## src/rtl/btcf_ram.sv

```systemverilog
// Generic single-port-write, single-port-read RAM with registered read data.
`timescale 1ns / 1ps
module btcf_ram #(
    parameter int WIDTH = 8,
    parameter int DEPTH = 256
) (
    input  logic                     i_clk,
    input  logic                     i_we,
    input  logic [$clog2(DEPTH)-1:0] i_waddr,
    input  logic [WIDTH-1:0]         i_wdata,
    input  logic                     i_re,
    input  logic [$clog2(DEPTH)-1:0] i_raddr,
    output logic [WIDTH-1:0]         o_rdata
);

    logic [WIDTH-1:0] r_mem [DEPTH];
    logic [WIDTH-1:0] r_rdata;

    // A read at the address being written returns the old contents.
    always_ff @(posedge i_clk) begin
        if (i_we) begin
            r_mem[i_waddr] <= i_wdata;
        end
        if (i_re) begin
            r_rdata <= r_mem[i_raddr];
        end
    end

    assign o_rdata = r_rdata;

endmodule

```

## config.mk

```make
export PLATFORM = sky130hd
export DESIGN_NAME = btcf_ram
export DESIGN_NICKNAME = d
export VERILOG_FILES = /design/src/rtl/btcf_ram.sv
export SDC_FILE = /design/constraint.sdc
export NUM_CORES = 2
export LEC_CHECK = 0
export ABC_AREA = 1
export ABC_CLOCK_PERIOD_IN_PS = 2800
export BUFFER_PORTS_ARGS = -buffer_cell sky130_fd_sc_hd__buf_4
export CORE_ASPECT_RATIO = 1.5
export CORE_MARGIN = 2
export CORE_UTILIZATION = 25
export DETAILED_ROUTE_END_ITERATION = 6
export PLACE_DENSITY = 0.41
export SKIP_LAST_GASP = 1
export SLEW_MARGIN = 25
export SYNTH_ARGS = -nofsm -noshare
export SYNTH_HDL_FRONTEND = slang
export SYNTH_SLANG_ARGS = --single-unit
```

## constraint.sdc

```tcl
create_clock -name i_clk -period 2.8 [get_ports i_clk]
set_input_delay 0.56 -clock i_clk [delete_from_list [all_inputs] [get_ports i_clk]]
set_output_delay 0.56 -clock i_clk [all_outputs]
set_load 0.01 [all_outputs]
```

==> impl_metrics.env <==
export IMPL_synth_area_per_cell_um2=11.9
export IMPL_grt_pass1_wl_mm=411
export IMPL_fin_skew_ps=34.7
export IMPL_clockPowerShare=0.415
export IMPL_syn2layout_area_growth_pct=20.6
export IMPL_wl_per_cell_um=23.8
export IMPL_grt_max_degree=67
export IMPL_synth_compound_gate_area_share=0
export IMPL_path_clk_slew_ps=60
export IMPL_critical_path_class="register to output pin"
export IMPL_p_total_mw=66.3
export IMPL_synth_fp_nets=7030
export IMPL_synthAdderAreaFrac=0
export IMPL_setup_viol=0
export IMPL_cp_arrival_ps=1740
export IMPL_drive_gt1_frac=0.138
export IMPL_seq_power_share=0.512
export IMPL_crit_family="flip-flops"
export IMPL_wirelength_mm=287
export IMPL_gp_congestion=0.845
export IMPL_critPathLaunchType="register"
export IMPL_synth_xor_area_frac=0
export IMPL_critPathSlowestCell="edfxtp_1"
export IMPL_dpl_cell_area_mm2=0.0942
export IMPL_drc=0
export IMPL_dp_slack_ps=-276
export IMPL_die_w_um=476
export IMPL_cp_end_kind="output pin"
export IMPL_first_pass_iters=6
export IMPL_clk_latency_ps=870
export IMPL_n_fill_cell=33542
export IMPL_route_vias_total=55631
export IMPL_worstPathCellList="buf_4"
export IMPL_final_area_mm2=0.101
export IMPL_path_max_fanout=1
export IMPL_fin_tns_setup_ps=0
export IMPL_internal_power_mw=50.9
export IMPL_critical_path_max_stage_delay_ps=650
export IMPL_crit_required_ps=2240
export IMPL_grt_usage=0.166
export IMPL_dieArea_mm2=0.339
export IMPL_peakVddDrop_mv=0.436
export IMPL_ys_ff_latch=2056
export IMPL_path_buf_inv=1
export IMPL_run_status="completed"
export IMPL_synth_top_family_by_area="simple AND/OR/NAND/NOR gates"
export IMPL_port_buffer_count=34
export IMPL_fin_util=0.303
export IMPL_htree_levels=4
export IMPL_synth_mux_area_frac=0
export IMPL_ys_warn_count=0
export IMPL_switchingPower_mw=15.4
export IMPL_multi_input_area_mm2=0.0192
export IMPL_power_density_mw_per_mm2=659
export IMPL_seq_area_mm2=0.0617
export IMPL_syn_area_mm2=0.0835
export IMPL_rows=259
export IMPL_yosysUniqueCellTypes=13
export IMPL_numCtsBuffers=203
export IMPL_crit_start="o_rdata[4]$_DFFE_PP_"
export IMPL_cts_sinks=2056
export IMPL_antenna_found_initial=15
export IMPL_syn_inst=7003
export IMPL_fin_crit_ps=2300
export IMPL_grt_overflow=0
export IMPL_start_util=0.251
export IMPL_worst_pin_slew_ps=828
export IMPL_synth_seq_area_share=0.740
export IMPL_clockRootBuffer="clkbuf_16"
export IMPL_avgViaCountPerCell=4.60
export IMPL_power_leakage_nw=35.2
export IMPL_slew_headroom=0.446
export IMPL_fin_crit_sh=0.820
export IMPL_cts_tree="built"
export IMPL_post_cts_resized=0
export IMPL_cap_violations=0
export IMPL_grt_pass1_vias=56035
export IMPL_die_h_um=712
export IMPL_core_mm2=0.332
export IMPL_r2r_start="r_mem[55][4]$_DFFE_PP_"
export IMPL_finalHoldViolations=0
export IMPL_fin_ws_ps=503
export IMPL_hp_start="i_wdata[0]"
export IMPL_dr_first_iter_drc_count=4373
export IMPL_ioPinCount=35
export IMPL_timing_fmax_mhz=435
export IMPL_hp_class="input port to register"
export IMPL_rsz0062_at_grt="false"
export IMPL_final_nets=7516
export IMPL_dp_hpwl_mm=188
export IMPL_ant_nets=0
export IMPL_synthSimpleGateAreaFrac=0.229
export IMPL_swShare=0.232
export IMPL_clock_path_buffers=4
export IMPL_slew_violations=0
export IMPL_combPwrFrac=0.072
## power groups by stage
stage / Clock (mW) / Sequential, mW / Combinational (mW)
floorplan: 0 / 34.6 / 2.09
global placement: 0 / 34.6 / 4.90
detailed placement: 0 / 34.6 / 4.90
CTS: 28.2 / 34.0 / 4.91
global route: 29.2 / 34.0 / 5.17
finish: 27.5 / 34.0 / 4.80
## stage by stage
step,instances,hold WS [ps]
6_report,12086,68.3
5_1_grt,12081,42.6
4_1_cts,12080,9.28
3_5_place_dp,11720,930
3_3_place_gp,11720,934
2_1_floorplan,7003,659
## layer usage
metal  global-route usage  part of all wire  vias to the layer above
li1                     -                 -                    25816
met1                0.194              0.39                    28173
met2                0.306              0.53                     1196
met3               0.0176             0.036                      438
met4               0.0683             0.043                        8
met5                    0           0.00016                        -
## worst paths after layout
path / end / depth (start not counted) / slack, ps
worst max register to register: o_rdata[4]$_DFFE_PP_ / 11 / 620
worst min-delay path: r_mem[218][0]$_DFFE_PP_ / 1 / 70
worst max-delay path: o_rdata[4] / 1 / 500
worst min register to register: o_rdata[7]$_DFFE_PP_ / 10 / 1110
## state kept, by name, summed over array words and instances, names as in the netlist
register  flops
o_rdata       8
r_mem      2048
## final cells by class
cell class,count,area share
flip-flops and latches,2056,0.613
multi-input cells,4425,0.190
repair buffers,764,0.0755
well taps,4437,0.0551
clock buffers,240,0.0522
clock inverters,119,0.0117
inverters,39,0.00179
diodes,6,0.000149
## cell families after synthesis
group         count (synthesis)
simple gates               4425
flops                      2056
buf+inv                     522
## cell usage in the layout (no fill, tap or decap), drive strengths merged
cell type and count:
buf 763, bufinv 24, clkbuf 240, clkinv 86, clkinvlp 5, diode 6
dlygate4sd3 1, edfxtp 2056, inv 43, nand2 2123, nand3 2019, nor2 283
## timing repair
action | CTS | global route
hold endpoints to repair | 8 | 0
setup buffers | 0 | 0
hold buffers | 1 | 0
## Yosys cell counts
library cell / number / area share
nand2_1: 2123 / 0.095
edfxtp_1: 2056 / 0.74
nand3_1: 2019 / 0.12
nor2_1: 283 / 0.013
buf_2: 268 / 0.016
clkbuf_1: 112 / 0.0050
buf_4: 46 / 0.0041
buf_1: 40 / 0.0018
inv_1: 36 / 0.0016
buf_6: 16 / 0.0022
inv_2: 2 / 0.000090
buf_8: 1 / 0.00018
inv_4: 1 / 0.000075
Power figures use the tool's default switching activity.
