**config.mk**
```make
export PLATFORM = sky130hd
export DESIGN_NAME = btcf_match
export DESIGN_NICKNAME = d
export VERILOG_FILES = /design/src/rtl/btcf_pkg.sv /design/src/rtl/btcf_match.sv
export SDC_FILE = /design/constraint.sdc
export NUM_CORES = 1
export LEC_CHECK = 0
export ABC_AREA = 0
export BUFFER_PORTS_ARGS = -buffer_cell sky130_fd_sc_hd__buf_2
export CORE_AREA = 2 2 87 110
export DETAILED_ROUTE_END_ITERATION = 10
export DIE_AREA = 0 0 89 112
export GPL_TIMING_DRIVEN = 1
export PLACE_DENSITY = 0.87
export SLEW_MARGIN = 0
export SYNTH_ARGS = -nofsm -noshare
export SYNTH_HDL_FRONTEND = slang
export SYNTH_SLANG_ARGS = --single-unit
```
**constraint.sdc**
```tcl
create_clock -name vclk -period 5.9
set_input_delay 1.18 -clock vclk [all_inputs]
set_output_delay 1.18 -clock vclk [all_outputs]
set_load 0.1 [all_outputs]
```
**src/rtl/btcf_pkg.sv**
```systemverilog
// Shared types, constants and codes of the bus trace change filter.
`timescale 1ns / 1ps
package btcf_pkg;

    // Width of the per-address folding store index (8 to 16).
    localparam int ADDR_BITS   = 16;
    localparam int STORE_DEPTH = 1 << ADDR_BITS;
    // Number of extra address ranges that take part in matching (1 to 3).
    localparam int NUM_RANGES  = 3;
    // Number of range registers on the configuration port.
    localparam int RANGE_REGS  = 3;
    // Depth of the record queue in front of the output channel.
    localparam int OUTQ_DEPTH  = 4;

    // Fixed address window and reset value of the line cap.
    localparam logic [15:0] WIN_LO    = 16'h0800;
    localparam logic [15:0] WIN_HI    = 16'h0FFF;
    localparam logic [31:0] CAP_RESET = 32'd5_000_000;
    localparam logic [31:0] SAT_MAX   = 32'hFFFF_FFFF;

    // Trace mode codes; the remaining codes trace reads and writes.
    localparam logic [1:0] TM_WRITES_ONLY = 2'd1;
    localparam logic [1:0] TM_READS_ONLY  = 2'd2;

    // Direction bit 0 set means a read.
    localparam int DIR_READ_BIT = 0;

    // Record kinds.
    localparam logic [1:0] KIND_EVENT   = 2'd0;
    localparam logic [1:0] KIND_SUMMARY = 2'd1;
    localparam logic [1:0] KIND_CAP     = 2'd2;

    // Configuration register indexes.
    typedef enum logic [2:0] {
        REG_TRACE_MODE  = 3'd0,
        REG_ONLY_LISTED = 3'd1,
        REG_RAW_MODE    = 3'd2,
        REG_LINE_CAP    = 3'd3,
        REG_RANGE_COUNT = 3'd4,
        REG_RANGE_A     = 3'd5,
        REG_RANGE_B     = 3'd6,
        REG_RANGE_C     = 3'd7
    } t_cfg_idx;

    // Configuration register file contents.
    typedef struct packed {
        logic [1:0]  trace_mode;
        logic        only_listed;
        logic        raw_mode;
        logic [31:0] line_cap;
        logic [1:0]  range_count;
        logic [RANGE_REGS-1:0][31:0] ranges;
    } t_cfg;

    // One bus access.
    typedef struct packed {
        logic [1:0]  direction;
        logic [15:0] word_address;
        logic [15:0] new_value;
        logic [15:0] prior_value;
        logic [31:0] context_pc;
        logic [31:0] frame_number;
        logic [31:0] instr_count;
    } t_acc;

    // One trace record.
    typedef struct packed {
        logic [1:0]  record_kind;
        logic [1:0]  rec_direction;
        logic [15:0] rec_address;
        logic [15:0] rec_old_value;
        logic [15:0] rec_value;
        logic [31:0] rec_context;
        logic [31:0] rec_frame;
        logic [31:0] rec_instr;
        logic [31:0] rec_repeats;
        logic        rec_last;
    } t_rec;

    // One folding entry of the per-address store.
    typedef struct packed {
        logic        seen;
        logic [31:0] run;
        logic [1:0]  dir;
        logic [31:0] ctx;
        logic [15:0] value;
    } t_entry;

    // Records handed from the update stage to the output queue.
    typedef struct packed {
        logic [1:0] count;
        t_rec       rec0;
        t_rec       rec1;
    } t_push;

endpackage

```
**src/rtl/btcf_match.sv**
```systemverilog
// Direction and address filter of the bus trace change filter.
`timescale 1ns / 1ps
module btcf_match (
    input  btcf_pkg::t_cfg  i_cfg,
    input  logic [1:0]      i_direction,
    input  logic [15:0]     i_address,
    output logic            o_pass
);

    import btcf_pkg::*;

    logic        is_rd;
    logic        dir_ok;
    logic        range_hit;
    logic        win_hit;
    logic [15:0] b0;
    logic [15:0] b1;
    logic [15:0] lo;
    logic [15:0] hi;

    // Direction enable from the trace mode.
    assign is_rd  = i_direction[DIR_READ_BIT];
    assign dir_ok = !(!is_rd && (i_cfg.trace_mode == TM_READS_ONLY)) &&
                    !(is_rd && (i_cfg.trace_mode == TM_WRITES_ONLY));

    // Each active range is compared in parallel; bounds may come in any order.
    always_comb begin
        range_hit = 1'b0;
        b0 = '0;
        b1 = '0;
        lo = '0;
        hi = '0;
        for (int i = 0; i < NUM_RANGES; i++) begin
            b0 = i_cfg.ranges[i][15:0];
            b1 = i_cfg.ranges[i][31:16];
            lo = (b0 < b1) ? b0 : b1;
            hi = (b0 < b1) ? b1 : b0;
            if ((i < int'(i_cfg.range_count)) && (i_address >= lo) && (i_address <= hi)) begin
                range_hit = 1'b1;
            end
        end
    end

    // The fixed window counts unless only the listed ranges are wanted.
    assign win_hit = !i_cfg.only_listed && (i_address >= WIN_LO) && (i_address <= WIN_HI);

    assign o_pass = dir_ok && (range_hit || win_hit);

endmodule

```
==> impl_metrics.tcl, run 1 <==
set metrics [dict create \
    dpl-instance-area_um2 5260 \
    yosysTopAreaCell "ha_1" \
    cp_num_cells 18 \
    drt_iter0_drc 131 \
    synth_top_cell_area_share_pct 41.8 \
    seq_area_frac_synth_pct 0 \
    antenna_found_initial 0 \
    via_per_inst 5.78 \
    cp.arrival_ns 4.92 \
    ios 153 \
    fill_cells 834 \
    synth_nets 796 \
    layout.cells.non_filler 777 \
    final_core_util_pct 60.6 \
    yosysUniqueCellTypes 41 \
    dr.pass1.iters 5 \
    postRouteWirelength_mm 12.3 \
    p_leak_nw 3.14 \
    startpoint_type "input port" \
    cp_top_family "compound AO/OA/AOI/OAI gates" \
    gp_congestion 0.915 \
    seq_cells 0 \
    final_cell_mix "138 x ha_1, 116 x buf_2, 88 x mux2i_1, 49 x inv_1, 38 x a21oi_1" \
    start_util_pct 47.1 \
    clock.fmax_mhz 164 \
    fin_crit_ns 6.10 \
    ant_nets 0 \
    io_buffers 119 \
    slowest_delay_ns 0.43 \
    setup_slack_ns -0.199 \
    hold_class "input port to output port" \
    syn_area_um2 4230 \
    fp.coreArea_um2 8980 \
    yosysWarnings 0 \
    cp_max_fo 6 \
    drc 0 \
    power_density_nw_per_um2 103 \
    synth_area_leaders "ha_1 42%, mux2i_1 21%, a21oi_1 4.7%" \
    setup-tns-final_ns -0.199 \
    wl_per_cell_um 15.9 \
    hold_viol_final 0 \
    synth_area_per_cell_um2 8.40 \
    rsz0062_at_grt "yes" \
    hold-path-cell-count 5 \
    layout-drive-gt1-share_pct 28.4 \
    period_share_pct 103 \
    ir_drop_uv 45.1 \
    grt_max_degree 19 \
    fin_nets 949 \
    crit_end "o_pass" \
    first_global_vias 4632 \
    areaGrowthSynthToFinish_pct 28.8 \
    finalInstanceArea_um2 5440 \
    worstPathCellList "buf_12 -> inv_12 -> ha_4 -> a21o_1 -> a21oi_2 -> o21ai_2 -> a2111o_1 -> a221oi_4 -> buf_6 -> mux2i_1 -> ha_1 -> a21o_1 -> a221o_1 -> a221oi_2 -> o21ai_1 -> a211o_1 -> a31oi_4 -> buf_12" \
    cp_num_buf_inv 4 \
    tightest_slew_ns 0.507 \
    fp.dieH_um 112 \
    status "finished with violations" \
    slew-limit-headroom_pct 66.0 \
    critPathCaptureType "output port" \
    register_area_um2 0 \
    path_class "input port to output port" \
    grt_overflow 0 \
    antennaDiodeCount 0 \
    setup_violations 1 \
    track_usage_pct 23.3 \
    netlist_instances 503 \
    whs_ns 2.93 \
    placed_cells 767 \
    dp_hpwl_mm 10.7 \
    crit_required_ns 4.72 \
    crit_path_start "i_cfg[17]" \
    core.rowCount 39 \
    max-cap-violations 0 \
    vias 4491 \
    n_clock_buffer 0 \
    slew_viol_final 0 \
    grt_pass1_wl_mm 19.2 \
    slowest_stage "a2111o_1" \
    die_x_um 89 \
    violations "negative setup slack" \
    die-area_um2 9970 \
    layout_commonest_cell "ha_1" \
]
## Yosys cell counts (2+ instances only)
library cell	count
o211ai_1	2
buf_8	3
a211oi_1	9
nand3_1	13
a21o_1	17
a21boi_0	3
mux2i_1	90
nor2b_1	4
a221o_1	2
mux2_4	2
nand2b_1	5
a31oi_1	3
nor3_1	4
or3_1	4
nand2_1	17
and4_1	5
inv_1	51
buf_2	6
nand4_1	19
ha_1	141
o21ai_0	21
nor2_1	18
a21oi_1	40
mux2_2	4
a221oi_1	4
## worst min path at each step
stage / from / endpoint / slack (ns)
floorplan: i_direction[0] / o_pass / 2.69
global placement: i_direction[0] / o_pass / 2.91
detailed placement: i_direction[0] / o_pass / 2.92
CTS: i_direction[0] / o_pass / 2.92
global route: i_cfg[132] / o_pass / 2.97
finish: i_direction[0] / o_pass / 2.93
## power breakdown
| part | switching, W | total, W | internal (W) |
|---|---|---|---|
| clock | 0 | 0 | 0 |
| sequential | 0 | 0 | 0 |
| combinational | 0.000285 | 0.000558 | 0.000273 |
| total | 0.000285 | 0.000558 | 0.000273 |
## logic make-up (layout without fill, tap and decap cells)
logic type      Yosys count  in the layout  share of synthesized area [%]
fa+ha+maj               141            141                           41.8
mux                      96             96                           23.1
simple gates             92             92                           11.4
buf+inv                  60            211                           6.31
compound gates          114            114                           17.5
## per-layer routing
metal	vias up	routed length, um	track usage (%)	part of all wire [%]
li1	2237	-	-	-
met1	2081	4710	24.5	38
met2	132	6760	46.6	55
met3	41	486	2.00	3.9
met4	0	376	7.26	3.0
met5	-	0	0	0
## repair_timing
item | 4_1_cts | 5_1_grt
pin swaps | 16 | 8
endpoints found under the setup margin | 1 | 1
endpoints found under the hold margin | 0 | 0
hold buffers | 0 | 0
resized for setup | 14 | 12
buffers inserted | 3 | 7
## stage by stage
step | worst slack [ns] | total power [W]
after global routing | -0.313 | 0.000618
after detailed placement | -0.366 | 0.000520
after CTS | -0.311 | 0.000533
after global placement | -0.224 | 0.000482
after floorplan | -0.193 | 0.000336
final | -0.199 | 0.000558
## cell type report
cell class	count	area (um2)	share of cell area [%]
timing repair buffer	160	983	18.1
inverter	51	204	3.75
multi-input combinational	443	4100	75.3
tap	123	154	2.83
(Power assumes the default switching activity.)
==> run 2: changes to the inputs <==
--- a/config.mk
+++ b/config.mk
@@ -7,11 +7,11 @@
 export LEC_CHECK = 0
 export ABC_AREA = 0
 export BUFFER_PORTS_ARGS = -buffer_cell sky130_fd_sc_hd__buf_2
-export CORE_AREA = 2 2 87 110
+export CORE_AREA = 2 2 110 138
 export DETAILED_ROUTE_END_ITERATION = 10
-export DIE_AREA = 0 0 89 112
+export DIE_AREA = 0 0 112 140
 export GPL_TIMING_DRIVEN = 1
-export PLACE_DENSITY = 0.87
+export PLACE_DENSITY = 0.61
 export SLEW_MARGIN = 0
 export SYNTH_ARGS = -nofsm -noshare
 export SYNTH_HDL_FRONTEND = slang
==> run 2 against run 1 <==
Effect of this change:
- the run still ends with negative setup slack left
- largest power group unchanged
- maximum frequency is 0.99% higher
- global-route usage decreased by 8.5 points
- die area grew 57%
- largest cell class unchanged
- non-clock buffer count grew 31
- count of clock-buffer cells in the layout stayed put
==> impl_metrics.tcl, run 2 (synthesis gave the netlist of run 1 again) <==
set metrics [dict create \
    status "finished with violations" \
    violations "negative setup slack" \
    layout-drive-gt1-share_pct 35.0 \
    period_share_pct 102 \
    wl_per_cell_um 14.0 \
    dr.pass1.iters 4 \
    cp_top_family "compound AO/OA/AOI/OAI gates" \
    slew-limit-headroom_pct 65.3 \
    antenna_found_initial 0 \
    worstPathCellList "buf_12 -> inv_12 -> ha_4 -> a21o_1 -> a21oi_2 -> o21ai_2 -> a2111o_1 -> a221oi_4 -> buf_12 -> mux2i_1 -> ha_1 -> a21o_1 -> a221o_1 -> a221oi_2 -> o21ai_1 -> a211o_1 -> a31oi_4 -> buf_12" \
    grt_overflow 0 \
    setup_slack_ns -0.140 \
    die-area_um2 15700 \
    tightest_slew_ns 0.516 \
    final_cell_mix "131 x ha_1, 111 x buf_2, 84 x mux2i_1, 62 x buf_4, 45 x inv_1" \
    drc 0 \
    ant_nets 0 \
    seq_cells 0 \
    core.rowCount 49 \
    p_leak_nw 3.30 \
    path_class "input port to output port" \
    combPwrFrac_pct 100.0 \
    layout_commonest_cell "ha_1" \
    fp.dieH_um 140 \
    vias 4362 \
    grt_max_degree 12 \
    postRouteWirelength_mm 12.1 \
    max-cap-violations 0 \
    rsz0062_at_grt "yes" \
    dp_hpwl_mm 10.7 \
    ir_drop_uv 56.6 \
    slowest_delay_ns 0.40 \
    die_x_um 112 \
    gp_congestion 0.766 \
    crit_required_ns 4.72 \
    layout.cells.non_filler 863 \
    clkPwrFrac_pct 0 \
    sequentialPowerShare_pct 0 \
    via_per_inst 5.05 \
    fill_cells 1484 \
    n_clock_buffer 0 \
    p_switching_w 0.000288 \
    antennaDiodeCount 0 \
    power_density_nw_per_um2 99.2 \
    grt_pass1_wl_mm 19.7 \
    first_global_vias 4338 \
    io_buffers 119 \
    cts_hold_buffers 0 \
    start_util_pct 29.5 \
    fin_crit_ns 6.04 \
    cp.arrival_ns 4.86 \
    track_usage_pct 14.8 \
    final_core_util_pct 41.4 \
    place_ws_ns -0.327 \
    ios 153 \
    hold_viol_final 0 \
    fin_nets 980 \
    p_int_w 0.000302 \
    drt_iter0_drc 57 \
    clock.fmax_mhz 166 \
    slowest_stage "a2111o_1" \
    areaGrowthSynthToFinish_pct 40.6 \
    placed_cells 852 \
    setup_violations 1 \
    register_area_um2 0 \
    cp_num_buf_inv 4 \
    fp.coreArea_um2 14300 \
    slew_viol_final 0 \
    startpoint_type "input port" \
    worst_path_most_repeated_cell "buf_12" \
    critPathCaptureType "output port" \
    netSwitchingFraction_pct 48.8 \
    hold_class "input port to output port" \
    cp_max_fo 8 \
]
[run 2: final timing paths]
check	start	endpoint	slack (ns)	depth (start not counted)
setup / recovery	i_cfg[17]	o_pass	-0.14	18
hold / removal	i_direction[0]	o_pass	2.94	5
[run 2: stage by stage]
step           hold WS [ns]  total power [W]  area [um2]  TNS (ns)
5_1_grt                2.98         0.000667        5940    -0.305
3_5_place_dp           2.93         0.000536        5550    -0.327
2_1_floorplan          2.69         0.000336        4280    -0.193
6_report               2.94         0.000590        5940    -0.140
3_3_place_gp           2.93         0.000528        5550    -0.265
4_1_cts                2.94         0.000556        5650    -0.232
[run 2: power groups by stage]
stage | clock network, W | registers, W | logic [W]
2_1_floorplan | 0 | 0 | 0.000336
6_report | 0 | 0 | 0.000590
3_5_place_dp | 0 | 0 | 0.000536
4_1_cts | 0 | 0 | 0.000556
3_3_place_gp | 0 | 0 | 0.000528
5_1_grt | 0 | 0 | 0.000667
[run 2: area by class of cell]
type / count / area (um2) / area share (%)
inverters: 51 / 209 / 3.52
repair buffers: 191 / 1280 / 21.5
well taps: 178 / 223 / 3.75
multi-input cells: 443 / 4230 / 71.2
[run 2: repair_timing]
item                                    4_1_cts  5_1_grt
setup buffers                                 3        8
cloned                                        1        0
endpoints found under the setup margin        1        1
pin swaps                                    10       27
resized for setup                            16       50
[run 2: layer usage]
layer	wire (um)	track usage, %
met2	6040	27.8
met5	0	0
met3	324	0.736
met4	245	2.57
met1	5500	18.9
==> run 3: changes to the inputs <==
==> constraint.sdc (replaced) <==
create_clock -name vclk -period 5.9
set_input_delay 0.59 -clock vclk [all_inputs]
set_output_delay 0.59 -clock vclk [all_outputs]
set_load 0.1 [all_outputs]
==> run 3 against run 2 <==
Effect of this change:
- the run now ends clean
- non-clock buffer count down 66
- die area unchanged
- final cell count down 7.5%
- worst hold slack got worse by 1.2 ns
- routed wire length shrank 7.5%
- first-iteration DRC count increased by 32%
- maximum frequency up 13%
- sequential cell count unchanged
- count of clock-buffer cells in the layout unchanged
- cell area is 14% lower
- largest cell class unchanged
- highest routed layer unchanged
==> impl_metrics.tcl, run 3 (synthesis gave the netlist of run 1 again) <==
set metrics [dict create \
    via_per_inst 5.15 \
    status "finished, final reports clean" \
    gp_congestion 0.817 \
    p_leak_nw 2.94 \
    core.rowCount 49 \
    postRouteWirelength_mm 11.2 \
    die_x_um 112 \
    rsz0062_at_grt "no" \
    cp_max_fo 17 \
    slew_viol_final 0 \
    drc 0 \
    final_cell_mix "141 x ha_1, 118 x buf_2, 90 x mux2i_1, 51 x inv_1, 40 x a21oi_1" \
    die-area_um2 15700 \
    ir_drop_uv 52.2 \
    drt_iter0_drc 75 \
    grt_pass1_wl_mm 18.7 \
    fp.coreArea_um2 14300 \
    hold_viol_final 0 \
    n_clock_buffer 0 \
    crit_required_ns 5.31 \
    setup-tns-final_ns 0 \
    tightest_slew_ns 0.565 \
    fin_nets 914 \
    slowest_delay_ns 0.57 \
    grt_overflow 0 \
    ctsResizeCount 0 \
    register_area_um2 0 \
    max-cap-violations 0 \
    wl_met3_um 377 \
    io_buffers 119 \
    clock.fmax_mhz 187 \
    startpoint_type "input port" \
    multi_input_comb_area_um2 4000 \
    slowest_stage "a221oi_4" \
    worstPathCellList "buf_2 -> inv_1 -> ha_1 -> a21o_1 -> a21oi_1 -> o21ai_1 -> a2111o_1 -> a221oi_4 -> buf_12 -> mux2_4 -> ha_1 -> nor2_1 -> a21oi_1 -> nor3_1 -> o21ai_0 -> a41oi_1 -> a211o_1 -> a31oi_2 -> buf_12" \
    layout-drive-gt1-share_pct 21.8 \
    cp_top_family "compound AO/OA/AOI/OAI gates" \
    wl_per_cell_um 14.0 \
    highest_layer "met4" \
    cp_num_buf_inv 4 \
    areaGrowthSynthToFinish_pct 20.5 \
    ios 153 \
    dp_hpwl_mm 10.4 \
    vias 4110 \
    first_global_vias 4181 \
    setup_violations 0 \
    ant_nets 0 \
    final_core_util_pct 35.5 \
    start_util_pct 29.5 \
    fin_crit_ns 5.34 \
    power_density_nw_per_um2 95.0 \
    wl_met1_mm 5.09 \
    hold_class "input port to output port" \
    track_usage_pct 14.1 \
    fp.dieH_um 140 \
    wl_met2_mm 5.57 \
    cts_hold_buffers 0 \
    seq_cells 0 \
    critPathCaptureType "output port" \
    period_share_pct 90.6 \
    antenna_found_initial 1 \
    grt_max_degree 25 \
    cp.arrival_ns 4.75 \
    dr.pass1.iters 4 \
    slew-limit-headroom_pct 62.3 \
    fill_cells 1552 \
    path_class "input port to output port" \
    cts_setup_buffers 0 \
    layout_commonest_cell "ha_1" \
]
-- run 3: cell types whose count changed in the layout (fill, tap and decap cells not counted), moves of 4 or more --
cell	change
mux2i_1	+6
mux2i_2	-6
ha_4	-7
buf_6	-10
buf_4	-58
buf_2	+7
o21ai_0	+4
ha_1	+10
inv_1	+6
-- run 3: cell type report --
class	count	area share, %
well taps	178	4.37
inverters	51	3.76
diodes	1	0.0491
repair buffers	125	13.4
multi-input cells	443	78.5
-- run 3: stage by stage --
stage	worst slack, ns	cells	hold slack (ns)	cell area (um2)	power, W
2_1_floorplan	0.420	503	1.53	4230	0.000331
3_3_place_gp	0.519	797	1.68	5090	0.000481
3_5_place_dp	0.455	797	1.69	5090	0.000489
4_1_cts	0.459	797	1.69	5090	0.000491
5_1_grt	0.222	798	1.75	5090	0.000556
6_report	0.558	798	1.69	5090	0.000484
-- run 3: final timing paths --
check                 endpoint      startpoint  depth (start not counted)  slack (ns)
worst max-delay path    o_pass       i_cfg[17]                         19        0.56
worst min-delay path    o_pass  i_direction[0]                          5        1.69
-- run 3: worst min-delay path, cell delays in order --
cell and delay (ns):
buf_2 0.09, nand3b_1 0.06, o21ai_0 0.12, a31oi_2 0.07
buf_12 0.17
-- run 3: metal layers --
layer	track usage, %	vias to the layer above
met2	27.0	79
met4	2.12	0
met1	17.5	1856
met3	0.736	10
li1	-	2165
met5	0	-
-- run 3: report_power, final --
| part | internal [W] | switching (W) |
|---|---|---|
| Clock | 0.0000000000227 | 0 |
| Combinational | 0.000228 | 0.000256 |
| Sequential | 0 | 0 |
| Total | 0.000228 | 0.000256 |
