`config.mk`:
```
export PLATFORM = sky130hd
export DESIGN_NAME = btcf_outq
export DESIGN_NICKNAME = d
export VERILOG_FILES = /design/src/rtl/btcf_pkg.sv /design/src/rtl/btcf_outq.sv
export SDC_FILE = /design/constraint.sdc
export NUM_CORES = 1
export LEC_CHECK = 0
export BUFFER_PORTS_ARGS = -buffer_cell sky130_fd_sc_hd__clkbuf_2
export CAP_MARGIN = 40
export CELL_PAD_IN_SITES_DETAIL_PLACEMENT = 0
export CELL_PAD_IN_SITES_GLOBAL_PLACEMENT = 1
export CORE_MARGIN = 5
export CORE_UTILIZATION = 40
export CTS_BUF_LIST = sky130_fd_sc_hd__clkbuf_4
export DETAILED_ROUTE_END_ITERATION = 10
export GPL_TIMING_DRIVEN = 0
export PLACE_DENSITY = 0.66
export SETUP_SLACK_MARGIN = 0.15
export SYNTH_ARGS = -nofsm -noshare
export SYNTH_HDL_FRONTEND = slang
export SYNTH_SLANG_ARGS = --single-unit
```
`constraint.sdc`:
```
create_clock -name i_clk -period 26.8 [get_ports i_clk]
set_input_delay 6.7 -clock i_clk [delete_from_list [all_inputs] [get_ports i_clk]]
set_output_delay 6.7 -clock i_clk [all_outputs]
set_load 0.005 [all_outputs]
```
`src/rtl/btcf_pkg.sv`:
```
// Shared types, constants and codes of the bus trace change filter.
`timescale 1ns / 1ps
package btcf_pkg;

    // Width of the per-address folding store index (8 to 16).
    localparam int ADDR_BITS   = 16;
    localparam int STORE_DEPTH = 1 << ADDR_BITS;
    // Number of extra address ranges that take part in matching (1 to 3).
    localparam int NUM_RANGES  = 3;
    // Number of range registers on the configuration port.
    localparam int RANGE_REGS  = 3;
    // Depth of the record queue in front of the output channel.
    localparam int OUTQ_DEPTH  = 4;

    // Fixed address window and reset value of the line cap.
    localparam logic [15:0] WIN_LO    = 16'h0800;
    localparam logic [15:0] WIN_HI    = 16'h0FFF;
    localparam logic [31:0] CAP_RESET = 32'd5_000_000;
    localparam logic [31:0] SAT_MAX   = 32'hFFFF_FFFF;

    // Trace mode codes; the remaining codes trace reads and writes.
    localparam logic [1:0] TM_WRITES_ONLY = 2'd1;
    localparam logic [1:0] TM_READS_ONLY  = 2'd2;

    // Direction bit 0 set means a read.
    localparam int DIR_READ_BIT = 0;

    // Record kinds.
    localparam logic [1:0] KIND_EVENT   = 2'd0;
    localparam logic [1:0] KIND_SUMMARY = 2'd1;
    localparam logic [1:0] KIND_CAP     = 2'd2;

    // Configuration register indexes.
    typedef enum logic [2:0] {
        REG_TRACE_MODE  = 3'd0,
        REG_ONLY_LISTED = 3'd1,
        REG_RAW_MODE    = 3'd2,
        REG_LINE_CAP    = 3'd3,
        REG_RANGE_COUNT = 3'd4,
        REG_RANGE_A     = 3'd5,
        REG_RANGE_B     = 3'd6,
        REG_RANGE_C     = 3'd7
    } t_cfg_idx;

    // Configuration register file contents.
    typedef struct packed {
        logic [1:0]  trace_mode;
        logic        only_listed;
        logic        raw_mode;
        logic [31:0] line_cap;
        logic [1:0]  range_count;
        logic [RANGE_REGS-1:0][31:0] ranges;
    } t_cfg;

    // One bus access.
    typedef struct packed {
        logic [1:0]  direction;
        logic [15:0] word_address;
        logic [15:0] new_value;
        logic [15:0] prior_value;
        logic [31:0] context_pc;
        logic [31:0] frame_number;
        logic [31:0] instr_count;
    } t_acc;

    // One trace record.
    typedef struct packed {
        logic [1:0]  record_kind;
        logic [1:0]  rec_direction;
        logic [15:0] rec_address;
        logic [15:0] rec_old_value;
        logic [15:0] rec_value;
        logic [31:0] rec_context;
        logic [31:0] rec_frame;
        logic [31:0] rec_instr;
        logic [31:0] rec_repeats;
        logic        rec_last;
    } t_rec;

    // One folding entry of the per-address store.
    typedef struct packed {
        logic        seen;
        logic [31:0] run;
        logic [1:0]  dir;
        logic [31:0] ctx;
        logic [15:0] value;
    } t_entry;

    // Records handed from the update stage to the output queue.
    typedef struct packed {
        logic [1:0] count;
        t_rec       rec0;
        t_rec       rec1;
    } t_push;

endpackage

```
`src/rtl/btcf_outq.sv`:
```
// Record queue between the update stage and the output channel.
`timescale 1ns / 1ps
module btcf_outq (
    input  logic             i_clk,
    input  logic             i_rst_n,
    input  btcf_pkg::t_push  i_push,
    output logic             o_space2,
    output logic             o_valid,
    input  logic             i_stall,
    output btcf_pkg::t_rec   o_data
);

    import btcf_pkg::*;

    localparam int PTR_W = $clog2(OUTQ_DEPTH);
    localparam int CNT_W = $clog2(OUTQ_DEPTH + 1);

    t_rec             r_mem [OUTQ_DEPTH];
    logic [PTR_W-1:0] r_head;
    logic [PTR_W-1:0] r_tail;
    logic [CNT_W-1:0] r_count;
    logic [PTR_W-1:0] tail1;
    logic             pop;

    assign pop      = o_valid && !i_stall;
    assign tail1    = r_tail + PTR_W'(1);
    assign o_valid  = (r_count != '0);
    assign o_data   = r_mem[r_head];
    // Room for two records regardless of what leaves this cycle.
    assign o_space2 = (r_count <= CNT_W'(OUTQ_DEPTH - 2));

    // Record storage: up to two writes per cycle at the tail.
    always_ff @(posedge i_clk) begin
        if (i_push.count != 2'd0) begin
            r_mem[r_tail] <= i_push.rec0;
        end
        if (i_push.count == 2'd2) begin
            r_mem[tail1] <= i_push.rec1;
        end
    end

    // Pointers and fill count.
    always_ff @(posedge i_clk) begin
        if (!i_rst_n) begin
            r_head  <= '0;
            r_tail  <= '0;
            r_count <= '0;
        end else begin
            r_tail  <= r_tail + PTR_W'(i_push.count);
            r_count <= r_count + CNT_W'(i_push.count) - CNT_W'(pop);
            if (pop) begin
                r_head <= r_head + PTR_W'(1);
            end
        end
    end

endmodule

```
==> key figures, run 1 <==
Power and ir drop
  – Clock power frac: 32.2%
  – Sw power: approximately 0.86 mW
  – P per Cell Area: 72.92 nW/um2
  – Sequential power share: roughly 45%
  – Combinational share of power: roughly 23%
  – Pint: between 2 and 2.5 mW
  – Worst VDD drop: 0.00003319 V
  – Leakage power total: around 16 nW
  – Sw Share: between 20 and 30%

GRT
  – Total grt overflow: 0
  – Initial antenna violation count: 29
  – First-pass GRT wire length: roughly 150000 um
  – Vias in the first global route: roughly 23000
  – Total track usage: 20.89%
  – Largest net degree at the start of global routing: 49

Logic synthesis
  – Avg Cell Area, Syn: 19.82 um2
  – Syn_nets: ~2200
  – Library cells used by synthesis: 35
  – Seq/Total Area, Yosys: around 61%
  – Ys Warns: 0
  – #FFs+latches synth: about 730
  – EDFF count, synth: between 700 and 800
  – Fraction of registers with async set/reset: 0%
  – Area of the mapped netlist: about 36000 um2
  – Mapped Cells: 1803
  – Post-synth top flop: edfxtp_1

Timing
  – Max-slew violation count: 0
  – Slew Limit Headroom: approximately 49%
  – Final Skew: about 0.068 ns
  – Fmax: 98.22 MHz
  – Crit path time final: 10.18 ns
  – Final Hold Vio Count: 0
  – Unrepaired setup endpoints after global routing: no
  – Slew @ Worst Pin: 0.7696 ns
  – Worst hold slack: ~0.44 ns
  – Final TNS setup: 0 ns
  – Fin crit share: between 30% and 40%
  – Endpoints failing setup: 0

Final layout
  – Area grow syn2layout: 21.77%
  – Sequential Area: 21920 um2
  – Fin cells: 3928
  – Final Util: between 40% and 50%
  – Nets@finish: 2971
  – Area of the multi-input gates: between 10000 and 15000 um2
  – Share of layout cells above drive strength 1: 67.09%
  – Filler instances: approximately 7600
  – Post-route cell area: approximately 44000 um2

Clock network
  – Post-CTS setup buffers: 0
  – Clock Root Buffer: clkbuf_4
  – Worst-path clk slew: roughly 0.060 ns
  – Clk buf depth: 3
  – Clock sink count: between 700 and 800
  – CTS buffer count: 202
  – CTS hold repair buffers: 0
  – Clock latency on the worst-skew pair: around 1.1 ns
  – CTS H-tree lvls: 4
  – CTS tree: built
  – PostCTS Resize Cnt: 0

Routing
  – 1st-iter DRT viols: 1077
  – WL final: around 100000 um
  – Avg WL per Cell: 25.81 um
  – DRC viols: 0
  – Detailed-route via count: 20667
  – Post-route ant nets: 0
  – DR vias/cell: 5.261
  – Drt first pass iters: 5

Die
  – Die area: between 90000 and 100000 um2
  – Chip width: 308.9 um
  – Number of core rows: roughly 110
  – Die height: roughly 310 um
  – I/O pin cnt: 550
  – Area of the core: slightly below 90000 um2
  – Initial core utilization: around two fifths

Critical path
  – Required @ worst endpoint: 20.10 ns
  – Crit path launch type: flip-flop
  – WS Path Type: reg2out
  – CP max FO: 10
  – Crit end category: primary output
  – Critical Path AT: 3.48 ns

Placed design
  – Placed instance area: 40870 um2
  – DPL Wire Length: between 70000 and 80000 um
  – Cell Count Post-Placement: ~3600
  – PortBufs: about 550
  – Placer Congestion: 0.7452

Worst hold path
  – Min-delay worst type: reg2reg

Run
  – Max Cap Viol: 0

Status
  – Status: complete, no violations
-- state kept, by name, summed over array words and instances, names as in the netlist, named ones only --
name     cells
r_count      3
r_tail       2
r_mem      724
r_head       2
-- kinds of logic after synthesis --
kind of cell / after synthesis / share of synthesized area, %
flip-flops: 733 / 61.36
XOR/XNOR: 4 / 0.09805
AND/OR/NAND/NOR: 20 / 0.3327
AO/OA/AOI/OAI: 7 / 0.1261
adder cells (fa/ha/maj): 5 / 0.1961
buffers and inverters: 128 / 2.686
multiplexers: 906 / 35.20
-- power by group through the flow --
stage	sequential, mW	combinational, mW	clock (mW)
final	1.43	0.726	1.02
after global routing	1.43	0.782	1.12
after CTS	1.43	0.747	1.06
after detailed placement	1.45	0.745	0
after global placement	1.53	0.695	0
after floorplan	1.48	0.403	0
-- cell usage after synthesis (all sizes together) (2+ instances only) --
cell	count	area, um2
edfxtp	724	21740
mux2	724	8491
mux4	181	4076
buf	112	899.6
clkbuf	9	33.78
dfxtp	9	180.2
inv	7	26.28
and2	5	31.28
ha	4	50.05
nor2	4	15.01
xnor2	4	35.03
a21boi	2	15.01
a21oi	2	10.01
and3b	2	17.52
nor2b	2	15.02
-- metal layers --
metal	global-route usage [%]	wire length, um	vias to the layer above
li1	-	-	9215
met1	24.54	38710	10614
met2	35.79	52010	657
met3	8.250	8692	153
met4	6.047	1749	28
met5	0	210	-
-- final timing paths --
path	startpoint	to	cells past startpoint	slack, ns
max	flip-flop	o_data[174]	5	16.62
min	r_head[1]	flip-flop	2	0.44
max reg2reg	r_tail[0]	r_mem[2][148]	6	23.89
min reg2reg	r_head[1]	flip-flop	2	0.44
-- critical path: stages (launching register included) --
cell,delay [ns]
dfxtp_1,0.30
buf_2,0.36
buf_2,0.47
buf_2,0.47
mux4_2,0.62
clkbuf_2,0.20
-- layout by cell type (no fill, tap or decap), types with 2 or more instances in the layout --
master / synthesis / routed
buf_6: 1 / 2
a21oi_1: 2 / 2
buf_16: 0 / 16
inv_1: 7 / 7
clkinv_4: 0 / 3
mux2_1: 90 / 90
dfxtp_1: 9 / 9
mux4_2: 181 / 181
buf_1: 8 / 8
clkbuf_2: 0 / 549
nor2_1: 4 / 3
and3b_1: 2 / 2
mux2_4: 90 / 90
buf_8: 9 / 23
inv_2: 0 / 2
edfxtp_1: 724 / 724
and2_1: 5 / 5
buf_2: 48 / 48
clkbuf_1: 9 / 9
buf_4: 35 / 35
bufinv_16: 0 / 3
clkbuf_4: 0 / 310
ha_1: 4 / 4
diode_2: 0 / 16
buf_12: 11 / 23
mux2_2: 544 / 544
clkinv_2: 0 / 8
a21boi_0: 2 / 2
clkinv_1: 0 / 25
xnor2_1: 4 / 4
-- cell type report --
class                      instances  share of cell area (%)
sequential                       733                   50.39
antenna                           16                 0.09203
multi-input combinational        942                   29.61
clock buffer                     310                   5.349
clock inverter                    42                  0.6126
timing repair buffer             592                   8.389
buffer                           121                   2.146
tap                             1165                   3.351
inverter                           7                 0.06040
-- through the flow --
step,setup WS (ns),total power [mW]
finish,16.62,3.172
global route,16.30,3.335
floorplan,5.903,1.884
detailed placement,17.27,2.196
global placement,-9.027,2.226
CTS,16.29,3.233
Note: power is estimated with default switching activity, not from simulation.
==> inputs of run 2 (changes only) <==
--- a/config.mk
+++ b/config.mk
@@ -5,6 +5,7 @@
 export SDC_FILE = /design/constraint.sdc
 export NUM_CORES = 1
 export LEC_CHECK = 0
+export ABC_AREA = 1
 export BUFFER_PORTS_ARGS = -buffer_cell sky130_fd_sc_hd__clkbuf_2
 export CAP_MARGIN = 40
 export CELL_PAD_IN_SITES_DETAIL_PLACEMENT = 0
@@ -14,7 +15,7 @@
 export CTS_BUF_LIST = sky130_fd_sc_hd__clkbuf_4
 export DETAILED_ROUTE_END_ITERATION = 10
 export GPL_TIMING_DRIVEN = 0
-export PLACE_DENSITY = 0.66
+export PLACE_DENSITY = 0.73
 export SETUP_SLACK_MARGIN = 0.15
 export SYNTH_ARGS = -nofsm -noshare
 export SYNTH_HDL_FRONTEND = slang
==> constraint.sdc (replaced) <==
create_clock -name i_clk -period 9.91 [get_ports i_clk]
set_input_delay 2.4775 -clock i_clk [delete_from_list [all_inputs] [get_ports i_clk]]
set_output_delay 2.4775 -clock i_clk [all_outputs]
set_load 0.005 [all_outputs]
==> key figures, run 2 <==
Status
  – Status: complete, no violations (unchanged)

Timing
  – Unrepaired setup endpoints after global routing: no (unchanged)
  – Max-slew violation count: 0 (unchanged)
  – Final Hold Vio Count: 0 (unchanged)
  – Worst hold slack: 0.4919 ns (was 0.4416 ns)
  – Final TNS setup: 0 ns (unchanged)
  – Fin crit share: between 50% and 60%
  – Fmax: roughly 170 MHz
  – Endpoints failing setup: 0 (unchanged)
  – Final Skew: 0.05259 ns (was 0.06813 ns)
  – Slew @ Worst Pin: 0.9138 ns (was 0.7696 ns)
  – Slew Limit Headroom: 39.08% (was 48.69%)
  – Crit path time final: between 5 and 6 ns

Placed design
  – PortBufs: 549 (unchanged)
  – Cell Count Post-Placement: 5353 (was 3560)
  – DPL Wire Length: 87650 um (was 70140 um)
  – Placer Congestion: 0.8157 (was 0.7452)

Clock network
  – Clock Root Buffer: clkbuf_4 (unchanged)
  – CTS buffer count: 198 (was 202)
  – Clock sink count: 733 (unchanged)
  – Clk buf depth: 3 (unchanged)
  – CTS tree: built (unchanged)
  – Post-CTS setup buffers: 0 (unchanged)
  – PostCTS Resize Cnt: 0 (unchanged)
  – Clock latency on the worst-skew pair: 1.07 ns (was 1.06 ns)
  – CTS H-tree lvls: 4 (unchanged)
  – CTS hold repair buffers: 0 (unchanged)
  – Worst-path clk slew: 0.07 ns (was 0.06 ns)

Power and ir drop
  – Sw power: 3.001 mW (was 0.8617 mW)
  – Worst VDD drop: 0.00009151 V (was 0.00003319 V)
  – Leakage power total: 17.99 nW (was 15.83 nW)
  – Clock power frac: 31.0% (was 32.2%)
  – Sw Share: 33.48% (was 27.16%)
  – Combinational share of power: 26.4% (was 22.9%)
  – P per Cell Area: 209.9 nW/um2 (was 72.92 nW/um2)
  – Sequential power share: 42.6% (was 44.9%)
  – Tot Pwr: 8.964 mW (was 3.172 mW)
  – Pint: 5.962 mW (was 2.311 mW)

Logic synthesis
  – #FFs+latches synth: 733 (unchanged)
  – Top cell type by total area after synthesis: edfxtp_1 (unchanged)
  – Area contributors post-synth: edfxtp_1 (62%), nand2_1 (7.9%), o21ai_0 (7.8%), o21ai_1 (7.5%), nor2_1 (3.9%) (was edfxtp_1 (61%), mux2_2 (17%), mux4_2 (11%), mux2_4 (3.8%), mux2_1 (2.8%))
  – Synth cell count leaders: nand2_1 (745), edfxtp_1 (724), o21ai_0 (553) (was edfxtp_1 (724), mux2_2 (544), mux4_2 (181))
  – Avg Cell Area, Syn: 9.765 um2 (was 19.82 um2)
  – Library cells used by synthesis: 24 (was 35)
  – Syn_nets: 3985 (was 2175)
  – Area of the mapped netlist: 35280 um2 (was 35730 um2)
  – Share of the synthesized area in the top cell type: 61.62% (was 60.85%)
  – Most frequent cell after synthesis: nand2_1 (was edfxtp_1)
  – Post-synth top flop: edfxtp_1 (unchanged)
  – Fraction of registers with async set/reset: 0% (unchanged)
  – Ys Warns: 0 (unchanged)
  – Seq/Total Area, Yosys: 62.13% (was 61.36%)
  – Mapped Cells: 3613 (was 1803)
  – EDFF count, synth: 724 (unchanged)

Routing
  – Post-route ant nets: 0 (unchanged)
  – Detailed-route via count: 30556 (was 20667)
  – Drt first pass iters: 5 (unchanged)
  – WL final: 132100 um (was 101400 um)
  – DR vias/cell: 5.327 (was 5.261)
  – DRC viols: 0 (unchanged)
  – 1st-iter DRT viols: 2701 (was 1077)
  – Avg WL per Cell: 23.03 um (was 25.81 um)

Die
  – Chip width: 307.0 um (was 308.9 um)
  – Die height: 307.0 um (was 308.9 um)
  – Die area: 94240 um2 (was 95390 um2)
  – I/O pin cnt: 550 (unchanged)
  – Number of core rows: 109 (unchanged)
  – Initial core utilization: 40.11% (was 40.36%)
  – Area of the core: 87970 um2 (was 88510 um2)

Final layout
  – Most frequent cells in the layout: nand2_1 (742), edfxtp_1 (724), o21ai_0 (553) (was edfxtp_1 (724), clkbuf_2 (549), mux2_2 (544))
  – Max reg flops: 724 (unchanged)
  – Area grow syn2layout: 21.02% (was 21.77%)
  – Final Util: 48.54% (was 49.15%)
  – Fin cells: 5736 (was 3928)
  – Most common cell after layout, fill and taps aside: nand2_1 (was edfxtp_1)
  – Share of layout cells above drive strength 1: 22.50% (was 67.09%)
  – Top Registers: r_mem (724), r_count (3) (unchanged)
  – Nets@finish: 4760 (was 2971)
  – Biggest register: r_mem (unchanged)

GRT
  – First-pass GRT wire length: 190300 um (was 146900 um)
  – Total grt overflow: 0 (unchanged)
  – Vias in the first global route: 30305 (was 22594)
  – Met1 Usage GRT: 34.00% (was 24.54%)
  – Initial antenna violation count: 30 (was 29)
  – Largest net degree at the start of global routing: 51 (was 49)
  – Layer carrying the most global-route usage: met2 (unchanged)
  – M3 GR Usage: 7.245% (was 8.250%)
  – Total track usage: 27.03% (was 20.89%)
  – GR Util met2: 45.11% (was 35.79%)

Critical path
  – Critical-path cell list: clkinv_1, buf_2, clkbuf_1, o21ai_0, o22ai_1, clkbuf_2 (was buf_2, buf_2, buf_2, mux4_2, clkbuf_2)
  – Critical R2R Capture: r_mem[2][76] (was r_mem[2][148])
  – CP delay by family, top: buffers and inverters (unchanged)
  – CP max stage delay: 0.52 ns (was 0.62 ns)
  – Worst Reg-to-Reg Cells: 7 (was 6)
  – Critical Path AT: 3.42 ns (was 3.48 ns)
  – Crit end category: primary output (unchanged)
  – Crit path buffers/inverters: 4 (unchanged)
  – Crit path launch type: flip-flop (unchanged)
  – Worst-path cell with the longest stage delay: buf_2 (was mux4_2)
  – CP max FO: 10 (unchanged)
  – R2R Setup Slk: 7.09 ns (was 23.89 ns)
  – WS Path Type: reg2out (unchanged)
  – R2R Path Start: r_tail[0] (unchanged)
  – Required @ worst endpoint: 7.43 ns (was 20.10 ns)

Run
  – Max Cap Viol: 0 (unchanged)

Worst hold path
  – Hold path cells: 2 (unchanged)
  – Hold Startpoint: r_head[0] (was r_head[1])
  – Min-delay worst type: reg2reg (unchanged)
  – Hold endpoint: r_head[0]
-- run 2: worst max path at each step --
stage,start,end,slack (ns),cells after the start
4_1_cts,flip-flop,o_data[110],3.82,6
3_3_place_gp,i_push[363],r_mem[0][74],-1.89,6
5_1_grt,flip-flop,o_data[143],3.79,6
2_1_floorplan,i_push[362],r_mem[3][0],2.41,2
3_5_place_dp,i_push[363],r_mem[0][71],4.81,8
6_report,flip-flop,o_data[141],4.01,6
-- run 2: metal layers --
layer | part of all wire, % | vias up
li1 | - | 14430
met1 | 39 | 14349
met2 | 48 | 1514
met3 | 10 | 247
met4 | 3.1 | 16
met5 | 0.088 | -
-- run 2: cell type report --
| class | instances | area, um2 |
|---|---|---|
| fill | 8458 | 45270 |
| sequential | 733 | 21920 |
| multi-input combinational | 2403 | 10970 |
| timing repair buffer | 575 | 3264 |
| clock buffer | 287 | 2155 |
| buffer | 279 | 1687 |
| tap | 1165 | 1458 |
| inverter | 198 | 743.2 |
| clock inverter | 71 | 441.7 |
| antenna | 25 | 62.56 |
-- run 2: power groups by stage --
stage / registers, mW / clock network (mW) / logic, mW
2_1_floorplan: 3.92 / 0 / 1.15
3_3_place_gp: 3.99 / 0 / 2.31
3_5_place_dp: 3.88 / 0 / 2.37
4_1_cts: 3.82 / 2.82 / 2.38
5_1_grt: 3.84 / 2.98 / 2.57
6_report: 3.82 / 2.78 / 2.36
-- run 2: tightest hold or removal path, cell delays in order (launching register included) --
cell and delay (ns):
dfxtp_1 0.33, a21oi_1 0.06, nor2_1 0.07
-- run 2: kinds of logic (layout without fill, tap and decap cells) --
logic type,Yosys count,count (layout),share of synthesized area [%]
compound gates,1274,1274,18.76
buf+inv,477,1410,6.887
other cells,0,25,0
flops,733,733,62.13
fa+ha+maj,5,5,0.1986
simple gates,1124,1124,12.02
-- run 2: per-stage QoR --
step,cell area (um2),setup slack [ns]
6_report,42700,4.010
5_1_grt,42660,3.795
4_1_cts,42630,3.821
3_5_place_dp,40040,4.811
3_3_place_gp,39500,-1.894
2_1_floorplan,35290,2.414
==> inputs of run 3 (changes only) <==
==> constraint.sdc (replaced) <==
create_clock -name i_clk -period 5.49 [get_ports i_clk]
set_input_delay 1.3725 -clock i_clk [delete_from_list [all_inputs] [get_ports i_clk]]
set_output_delay 1.3725 -clock i_clk [all_outputs]
set_load 0.005 [all_outputs]
==> key figures, run 3 (same netlist as run 2, synthesis figures left out) <==
Critical path
  – CP max stage delay: 0.54 ns (was 0.52 ns)
  – Critical Path AT: 3.41 ns (was 3.42 ns)
  – Critical Path Sink: o_data[110] (was o_data[141])
  – Critical-path cell list: inv_1, buf_4, buf_2, clkbuf_1, o21ai_0, o22ai_1, clkbuf_2 (was clkinv_1, buf_2, clkbuf_1, o21ai_0, o22ai_1, clkbuf_2)
  – Crit path launch type: flip-flop (unchanged)
  – R2R Path Start: r_tail[0] (unchanged)
  – Worst-path cell with the longest stage delay: buf_2 (unchanged)
  – Crit end category: primary output (unchanged)
  – Critical R2R Capture: r_mem[0][45] (was r_mem[2][76])
  – CP max FO: 10 (unchanged)
  – Required @ worst endpoint: 4.12 ns (was 7.43 ns)
  – Worst Reg-to-Reg Cells: 4 (was 7)
  – WS Path Type: reg2out (unchanged)
  – R2R Setup Slk: 2.91 ns (was 7.09 ns)

Die
  – Number of core rows: 109 (unchanged)
  – Initial core utilization: 40.11% (unchanged)
  – I/O pin cnt: 550 (unchanged)
  – Die area: 94240 um2 (unchanged)
  – Die height: 307.0 um (unchanged)
  – Chip width: 307.0 um (unchanged)
  – Area of the core: 87970 um2 (unchanged)

Worst hold path
  – Min-delay worst type: reg2reg (unchanged)

Timing
  – Final Hold Vio Count: 0 (unchanged)
  – Unrepaired setup endpoints after global routing: no (unchanged)
  – Crit path time final: 4.785 ns
  – Slew @ Worst Pin: 0.8222 ns (was 0.9138 ns)
  – Slew Limit Headroom: 45.18% (was 39.08%)
  – Fmax: around 210 MHz
  – Fin crit share: 87.16%
  – Max-slew violation count: 0 (unchanged)
  – Endpoints failing setup: 0 (unchanged)
  – Final Skew: 0.05653 ns (was 0.05259 ns)

Final layout
  – Post-route cell area: 42680 um2 (was 42700 um2)
  – Nets@finish: 4759 (was 4760)
  – Area grow syn2layout: 20.97% (was 21.02%)
  – Fin cells: 5734 (was 5736)
  – Most frequent cells in the layout: nand2_1 (742), edfxtp_1 (724), o21ai_0 (553) (unchanged)
  – Share of layout cells above drive strength 1: 22.51% (was 22.50%)
  – Max reg flops: 724 (unchanged)
  – Top Registers: r_mem (724), r_count (3) (unchanged)
  – Most common cell after layout, fill and taps aside: nand2_1 (unchanged)
  – Biggest register: r_mem (unchanged)

Clock network
  – CTS tree: built (unchanged)
  – PostCTS Resize Cnt: 0 (unchanged)
  – Post-CTS setup buffers: 0 (unchanged)
  – Clock Root Buffer: clkbuf_4 (unchanged)
  – CTS hold repair buffers: 0 (unchanged)
  – Clk buf depth: 3 (unchanged)
  – Clock sink count: 733 (unchanged)
  – CTS H-tree lvls: 4 (unchanged)
  – CTS buffer count: 201 (was 198)
  – Clock latency on the worst-skew pair: 1.08 ns (was 1.07 ns)
  – Worst-path clk slew: 0.07 ns (about the same)

GRT
  – Total grt overflow: 0 (unchanged)
  – Initial antenna violation count: 30 (unchanged)
  – Total track usage: 27.20% (was 27.03%)
  – Vias in the first global route: 30692 (was 30305)
  – First-pass GRT wire length: 192400 um (was 190300 um)
  – Largest net degree at the start of global routing: 91 (was 51)

Placed design
  – Placer Congestion: 0.8070 (was 0.8157)
  – Cell Count Post-Placement: 5349 (was 5353)
  – PortBufs: 549 (unchanged)
  – Placed instance area: 39990 um2 (was 40040 um2)
  – DPL Wire Length: 86610 um (was 87650 um)

Routing
  – DRC viols: 0 (unchanged)
  – Avg WL per Cell: 23.11 um (was 23.03 um)
  – Drt first pass iters: 6 (was 5)
  – 1st-iter DRT viols: 2725 (was 2701)
  – Post-route ant nets: 0 (unchanged)
  – Detailed-route via count: 30694 (was 30556)
  – DR vias/cell: 5.353 (was 5.327)
  – WL final: 132500 um (was 132100 um)

Run
  – Max Cap Viol: 0 (unchanged)

Power and ir drop
  – Tot Pwr: 16.27 mW (was 8.964 mW)
  – Leakage power total: 17.96 nW (was 17.99 nW)
  – P per Cell Area: 381.3 nW/um2 (was 209.9 nW/um2)
  – Worst VDD drop: 0.0001643 V (was 0.00009151 V)

Status
  – Status: complete, no violations (unchanged)
run 3: cell types whose count changed in the layout (fill, tap and decap cells not counted), sizes merged:
cell and change:
bufinv +1, inv -3, buf -4, clkinvlp +4
run 3: how the worst min path moves through the flow:
stage                     startpoint          to  slack (ns)  depth (start not counted)
after global routing         i_rst_n  r_count[1]        0.49                          3
after global placement     r_head[0]   r_head[0]        0.47                          2
after detailed placement   r_head[0]   flip-flop        0.48                          2
after floorplan            r_head[0]   flip-flop        0.45                          2
final                      r_head[0]   flip-flop        0.49                          2
after CTS                    i_rst_n  r_count[1]        0.44                          3
run 3: stage by stage:
| step | hold slack (ns) | utilization (%) | TNS (ns) | setup slack [ns] |
|---|---|---|---|---|
| finish | 0.4883 | 48.52 | 0 | 0.7047 |
| global route | 0.4885 | 48.49 | 0 | 0.4866 |
| CTS | 0.4396 | 48.45 | 0 | 0.5047 |
| detailed placement | 0.4781 | 45.46 | 0 | 1.665 |
| global placement | 0.4746 | 44.92 | -1825.65 | -5.142 |
| floorplan | 0.4483 | - | -156.56 | -0.8650 |
run 3: final cells by class:
type	instances	area (um2)
fillers	8431	45290
diodes	25	62.56
well taps	1165	1458
repair buffers	571	3178
clock buffers	287	2155
inverters	198	743.2
multi-input cells	2403	11000
plain buffers	279	1687
clock inverters	73	476.7
flip-flops and latches	733	21920
run 3: routing by layer:
metal  track usage [%]  share of wire, %  up-vias
li1                  -                 -    14435
met1             34.16                39    14510
met2             44.63                48     1468
met3             7.197               9.1      261
met4             11.88               3.4       20
met5                 0             0.098        -
run 3: where the power goes:
part,switching (mW),internal [mW]
Clock,2.41,2.69
Sequential,0.111,6.79
Combinational,2.95,1.32
run 3: worst max-delay path, delay by kind of cell (launching register included):
| family | cells | cell delay [ns] |
|---|---|---|
| compound gates | 2 | 0.49 |
| buf+inv | 5 | 1.54 |
| flops | 1 | 0.32 |
